### src/design/snx3_pkg.sv
`default_nettype none
package snx3_pkg;

    localparam int PERM_ENTRIES = 256;
    localparam int PERM_AW      = $clog2(PERM_ENTRIES);

    localparam int FX_W = 64;

    // raw Q32.32 constants
    localparam logic [FX_W-1:0] FX_ONE     = 64'h0000_0001_0000_0000;
    localparam logic [FX_W-1:0] FX_F3      = 64'd1431655765;
    localparam logic [FX_W-1:0] FX_G3      = 64'd715827882;
    localparam logic [FX_W-1:0] FX_G3X2    = 64'd1431655764;
    localparam logic [FX_W-1:0] FX_G3X3    = 64'd2147483646;
    localparam logic [FX_W-1:0] FX_FALLOFF = 64'd2576980377;

    // multiplier sequence: four partial products, then sign correction
    localparam logic [2:0] MUL_LAST_STEP = 3'd4;

    typedef struct packed {
        logic            start;
        logic [FX_W-1:0] a;
        logic [FX_W-1:0] b;
    } mul_req_t;

    typedef struct packed {
        logic            done;
        logic [FX_W-1:0] p;
    } mul_rsp_t;

    localparam logic [1:0] GRAD_ZERO = 2'b00;
    localparam logic [1:0] GRAD_POS  = 2'b01;
    localparam logic [1:0] GRAD_NEG  = 2'b10;

    typedef struct packed {
        logic [1:0] gx;
        logic [1:0] gy;
        logic [1:0] gz;
    } grad_t;

    // byte mod 12 by conditional subtraction
    function automatic logic [3:0] mod12(input logic [7:0] v);
        logic [7:0] r;
        r = v;
        if (r >= 8'd192) r = r - 8'd192;
        if (r >= 8'd96)  r = r - 8'd96;
        if (r >= 8'd48)  r = r - 8'd48;
        if (r >= 8'd24)  r = r - 8'd24;
        if (r >= 8'd12)  r = r - 8'd12;
        return r[3:0];
    endfunction

    // twelve cube-edge gradients
    function automatic grad_t edge_grad(input logic [3:0] g);
        grad_t r;
        r = '{gx: GRAD_ZERO, gy: GRAD_ZERO, gz: GRAD_ZERO};
        unique case (g)
            4'd0:  r = '{gx: GRAD_POS,  gy: GRAD_POS,  gz: GRAD_ZERO};
            4'd1:  r = '{gx: GRAD_NEG,  gy: GRAD_POS,  gz: GRAD_ZERO};
            4'd2:  r = '{gx: GRAD_POS,  gy: GRAD_NEG,  gz: GRAD_ZERO};
            4'd3:  r = '{gx: GRAD_NEG,  gy: GRAD_NEG,  gz: GRAD_ZERO};
            4'd4:  r = '{gx: GRAD_POS,  gy: GRAD_ZERO, gz: GRAD_POS};
            4'd5:  r = '{gx: GRAD_NEG,  gy: GRAD_ZERO, gz: GRAD_POS};
            4'd6:  r = '{gx: GRAD_POS,  gy: GRAD_ZERO, gz: GRAD_NEG};
            4'd7:  r = '{gx: GRAD_NEG,  gy: GRAD_ZERO, gz: GRAD_NEG};
            4'd8:  r = '{gx: GRAD_ZERO, gy: GRAD_POS,  gz: GRAD_POS};
            4'd9:  r = '{gx: GRAD_ZERO, gy: GRAD_NEG,  gz: GRAD_POS};
            4'd10: r = '{gx: GRAD_ZERO, gy: GRAD_POS,  gz: GRAD_NEG};
            4'd11: r = '{gx: GRAD_ZERO, gy: GRAD_NEG,  gz: GRAD_NEG};
            default: r = '{gx: GRAD_ZERO, gy: GRAD_ZERO, gz: GRAD_ZERO};
        endcase
        return r;
    endfunction

endpackage
`default_nettype wire

### src/design/snx3_mul.sv
`default_nettype none
// signed Q32.32 multiply, floor, low 64 bits; one 32x32 product per cycle
module snx3_mul (
    input  wire                 aclk,
    input  wire                 aresetn,
    input  snx3_pkg::mul_req_t  req,
    output snx3_pkg::mul_rsp_t  rsp
);
    import snx3_pkg::*;

    logic            busy_reg;
    logic            done_reg;
    logic [2:0]      step_reg;
    logic [FX_W-1:0] a_reg;
    logic [FX_W-1:0] b_reg;
    logic [95:0]     acc_reg;
    logic [95:0]     acc_next;
    logic [31:0]     pa;
    logic [31:0]     pb;
    logic [63:0]     prod;
    logic [31:0]     corr;

    always_comb begin
        pa   = (step_reg == 3'd2 || step_reg == 3'd3) ? a_reg[63:32] : a_reg[31:0];
        pb   = (step_reg == 3'd1 || step_reg == 3'd3) ? b_reg[63:32] : b_reg[31:0];
        prod = pa * pb;
        corr = (a_reg[63] ? b_reg[31:0] : 32'd0) + (b_reg[63] ? a_reg[31:0] : 32'd0);
        unique case (step_reg)
            3'd0:    acc_next = acc_reg + {32'd0, prod};
            3'd1,
            3'd2:    acc_next = acc_reg + {prod, 32'd0};
            3'd3:    acc_next = acc_reg + {prod[31:0], 64'd0};
            default: acc_next = acc_reg - {corr, 64'd0};
        endcase
    end

    always_ff @(posedge aclk) begin
        if (!aresetn) begin
            busy_reg <= 1'b0;
            done_reg <= 1'b0;
            step_reg <= 3'd0;
        end else begin
            done_reg <= busy_reg && (step_reg == MUL_LAST_STEP);
            if (req.start) begin
                busy_reg <= 1'b1;
                step_reg <= 3'd0;
            end else if (busy_reg) begin
                step_reg <= step_reg + 3'd1;
                if (step_reg == MUL_LAST_STEP) busy_reg <= 1'b0;
            end
        end
    end

    always_ff @(posedge aclk) begin
        if (req.start) begin
            a_reg   <= req.a;
            b_reg   <= req.b;
            acc_reg <= '0;
        end else if (busy_reg) begin
            acc_reg <= acc_next;
        end
    end

    assign rsp.done = done_reg;
    assign rsp.p    = acc_reg[95:32];

endmodule
`default_nettype wire

### config.mk
export PLATFORM = sky130hd
export DESIGN_NAME = snx3_mul
export DESIGN_NICKNAME = d
export VERILOG_FILES = /design/src/design/snx3_pkg.sv /design/src/design/snx3_mul.sv
export SDC_FILE = /design/constraint.sdc
export NUM_CORES = 2
export LEC_CHECK = 0
export BUFFER_PORTS_ARGS = -buffer_cell sky130_fd_sc_hd__buf_2
export CAP_MARGIN = 20
export CORE_MARGIN = 2
export CORE_UTILIZATION = 37
export CTS_CLUSTER_DIAMETER = 60
export DETAILED_ROUTE_END_ITERATION = 8
export PLACE_DENSITY_LB_ADDON = 0.08
export SLEW_MARGIN = 10
export SYNTH_ARGS = -nofsm -noshare
export SYNTH_HDL_FRONTEND = slang
export SYNTH_SLANG_ARGS = --single-unit
export TNS_END_PERCENT = 1
### constraint.sdc
create_clock -name aclk -period 12.15 [get_ports aclk]
set_input_delay 0.6075 -clock aclk [delete_from_list [all_inputs] [get_ports aclk]]
set_output_delay 0.6075 -clock aclk [all_outputs]
set_load 0.01 [all_outputs]
==> run summary <==
filler cell count - 14,676
placer congestion estimate - 0.9649
post-synthesis sequential area ratio - 0.1089
Num CTS Buffers - 42
vias per cell - 5.509
status - complete, no violations
cell taking the most area after synthesis - fa_1
grt met3 use - 0.04683
clock sink count - 229
Netlist Area Pre-Place - 0.05387 mm2
Largest register FFs - 96
Global Route met2 Usage - 0.4813
Post-Synthesis Cells - 6,278
Worst Path Max Fanout - 13
iteration count of the initial detailed-routing pass - 5
met1 usage - 0.4216
GRT Total Usage - 0.3015
initial drt markers - 4,085
CTS tree - yes
Synth Warn # - 0
syn_area_per_cell - 8.580 um2
core area - 0.1450 mm2
Avg WL per Cell - 26.36 um
Setup CP Type - reg -> reg
Critical Path End Type - flip-flop
min Tclk post-route - 11,870 ps
Via Count - 47,635
DIE AREA - 0.1486 mm2
Worst-path clk slew - 60 ps
Fin. Hold Viols - 0
Fmax achieved - 84.28 MHz
Final ANT Viol Nets - 0
Slowest-stage cell, CP - fa_1
CTS H-tree depth - 2
Netlist cell types - 100
post-synth top area share - 0.3345
Most common cell on crit path - fa_1
first-pass GRT wire length - 324.6 mm
number of port buffers - 195
max-cap violations - 0
unrepaired setup endpoints after global routing - yes
required time worst endpoint - 12,660 ps
Routed WL - 228.0 mm
cell row count - 140
synth top area cells - fa_1 (33%), ha_1 (11%), edfxtp_1 (7.1%)
top_reg_cell synth - edfxtp_1
crit start category - flip-flop
crit path DAT - 12,370 ps
Hold Buf Count CTS - 0
antenna violations before repair - 8
Hold Crit Class - in -> reg
dpl hpwl - 189.4 mm
Final Slew Violations - 0
drt drc - 0
CTS root buf - clkbuf_16
clk buf depth - 3
Final nets - 8,189
number of global-route vias before repair - 47,906
slew margin rel. - 0.3477
Post-synth EDFFs - 128
final period utilization - 0.9766
Worst Tran Pin Value - 978.5 ps
Post-Place Cells - 8,521
most common cell in the netlist - inv_1
Finished Layout Cells - 8,647
pin count of the biggest net entering global routing - 86
layout cell share with drive strength beyond 1 - 0.1558
Die Y - 385.6 um
Worst-Skew Late Latency - 640 ps
Setup Skew - 55.17 ps
Top Usage Layer GRT - met2
starting density of the core - 0.3714
GR Overflow Total - 0
final setup vio count - 0
Net Count, Synth - 7,775
Post-synth top cells - inv_1 (928), fa_1 (900), nor2_1 (753), nand2_1 (714), ha_1 (466)
Ports - 196
max incr delay on CP - 630 ps
Area Growth Syn to Fin - 17.08%
#FFs+latches synth - 229
die width - 385.6 um
post-synthesis async set-or-reset flop share - 0
worst max-delay path: cells and delay by family, from the launching register on:
| kind | cells | cell delay [ps] |
|---|---|---|
| buffers and inverters | 8 | 1080 |
| AND/OR/NAND/NOR | 6 | 1200 |
| flip-flops | 1 | 380 |
| AO/OA/AOI/OAI | 17 | 3410 |
| adder cells (fa/ha/maj) | 12 | 5200 |
| multiplexers | 1 | 420 |
metal layers:
metal | part of all wire | up-vias
li1 | - | 21266
met5 | 0.00038 | -
met3 | 0.072 | 310
met1 | 0.44 | 24307
met4 | 0.036 | 8
met2 | 0.45 | 1744
cell families (layout without fill, tap and decap cells):
kind of cell             Yosys count  in the layout  synth area share
AND/OR/NAND/NOR                 1971           1971            0.1588
adder cells (fa/ha/maj)         1366           1366            0.4427
buffers and inverters           1263           1710           0.09296
AO/OA/AOI/OAI                   1074           1074            0.1310
XOR/XNOR                         243            243           0.03951
flip-flops                       229            229            0.1089
multiplexers                     132            132           0.02613
other                              0              5                 0
through the flow:
step / hold slack [ps] / util / area (um2) / TNS [ps] / setup slack [ps]
2_1_floorplan: 436.2 / - / 53870 / 0 / 20.51
3_3_place_gp: 443.6 / 0.4150 / 60190 / -11770 / -567.7
3_5_place_dp: 448.9 / 0.4150 / 60190 / -11720 / -613.2
4_1_cts: 101.7 / 0.4264 / 61840 / -67.71 / -31.99
5_1_grt: 114.5 / 0.4347 / 63050 / -993.4 / -118.1
6_report: 140.9 / 0.4348 / 63060 / 0 / 284.7
repair_timing:
| action | CTS | global route |
|---|---|---|
| resized for setup | 22 | 137 |
| endpoints found under the setup margin | 36 | 50 |
| cloned | 0 | 10 |
| pin swaps | 1 | 39 |
| setup buffers | 2 | 32 |
cell usage in the layout, fill, tap and decap left out, types with 58 or more instances in the layout:
cell type,n
a21o_1,128
a21oi_1,310
and2_1,88
buf_12,58
buf_2,194
buf_4,429
dfxtp_1,99
edfxtp_1,128
fa_1,886
ha_1,456
inv_1,928
nand2_1,713
nand3_1,71
nand4_1,59
nor2_1,749
nor3_1,85
o21ai_0,183
xnor2_1,135
xor2_1,98
final timing paths:
check | startpoint | to | slack [ps] | depth (start not counted)
worst max register to register | step_reg[1] | acc_reg[83] | 280 | 44
worst max-delay path | step_reg[1] | acc_reg[83] | 280 | 44
worst min register to register | acc_reg[12] | acc_reg[12] | 450 | 2
worst min-delay path | req[93] | a_reg[29] | 140 | 1
final cells by class:
cell class / instances / area, um2 / area share
Inverter: 929 / 3487 / 0.05530
Timing Repair Buffer: 704 / 5802 / 0.09200
Antenna cell: 5 / 12.51 / 0.0001984
Clock buffer: 48 / 1094 / 0.01734
Multi-Input combinational cell: 4786 / 43980 / 0.6975
Clock inverter: 29 / 417.9 / 0.006627
Tap cell: 1917 / 2399 / 0.03803
Sequential cell: 229 / 5868 / 0.09305
Power is left out: the tool's default activity adds up to more than one toggle a clock period on the data nets, which glitch-free logic cannot reach.
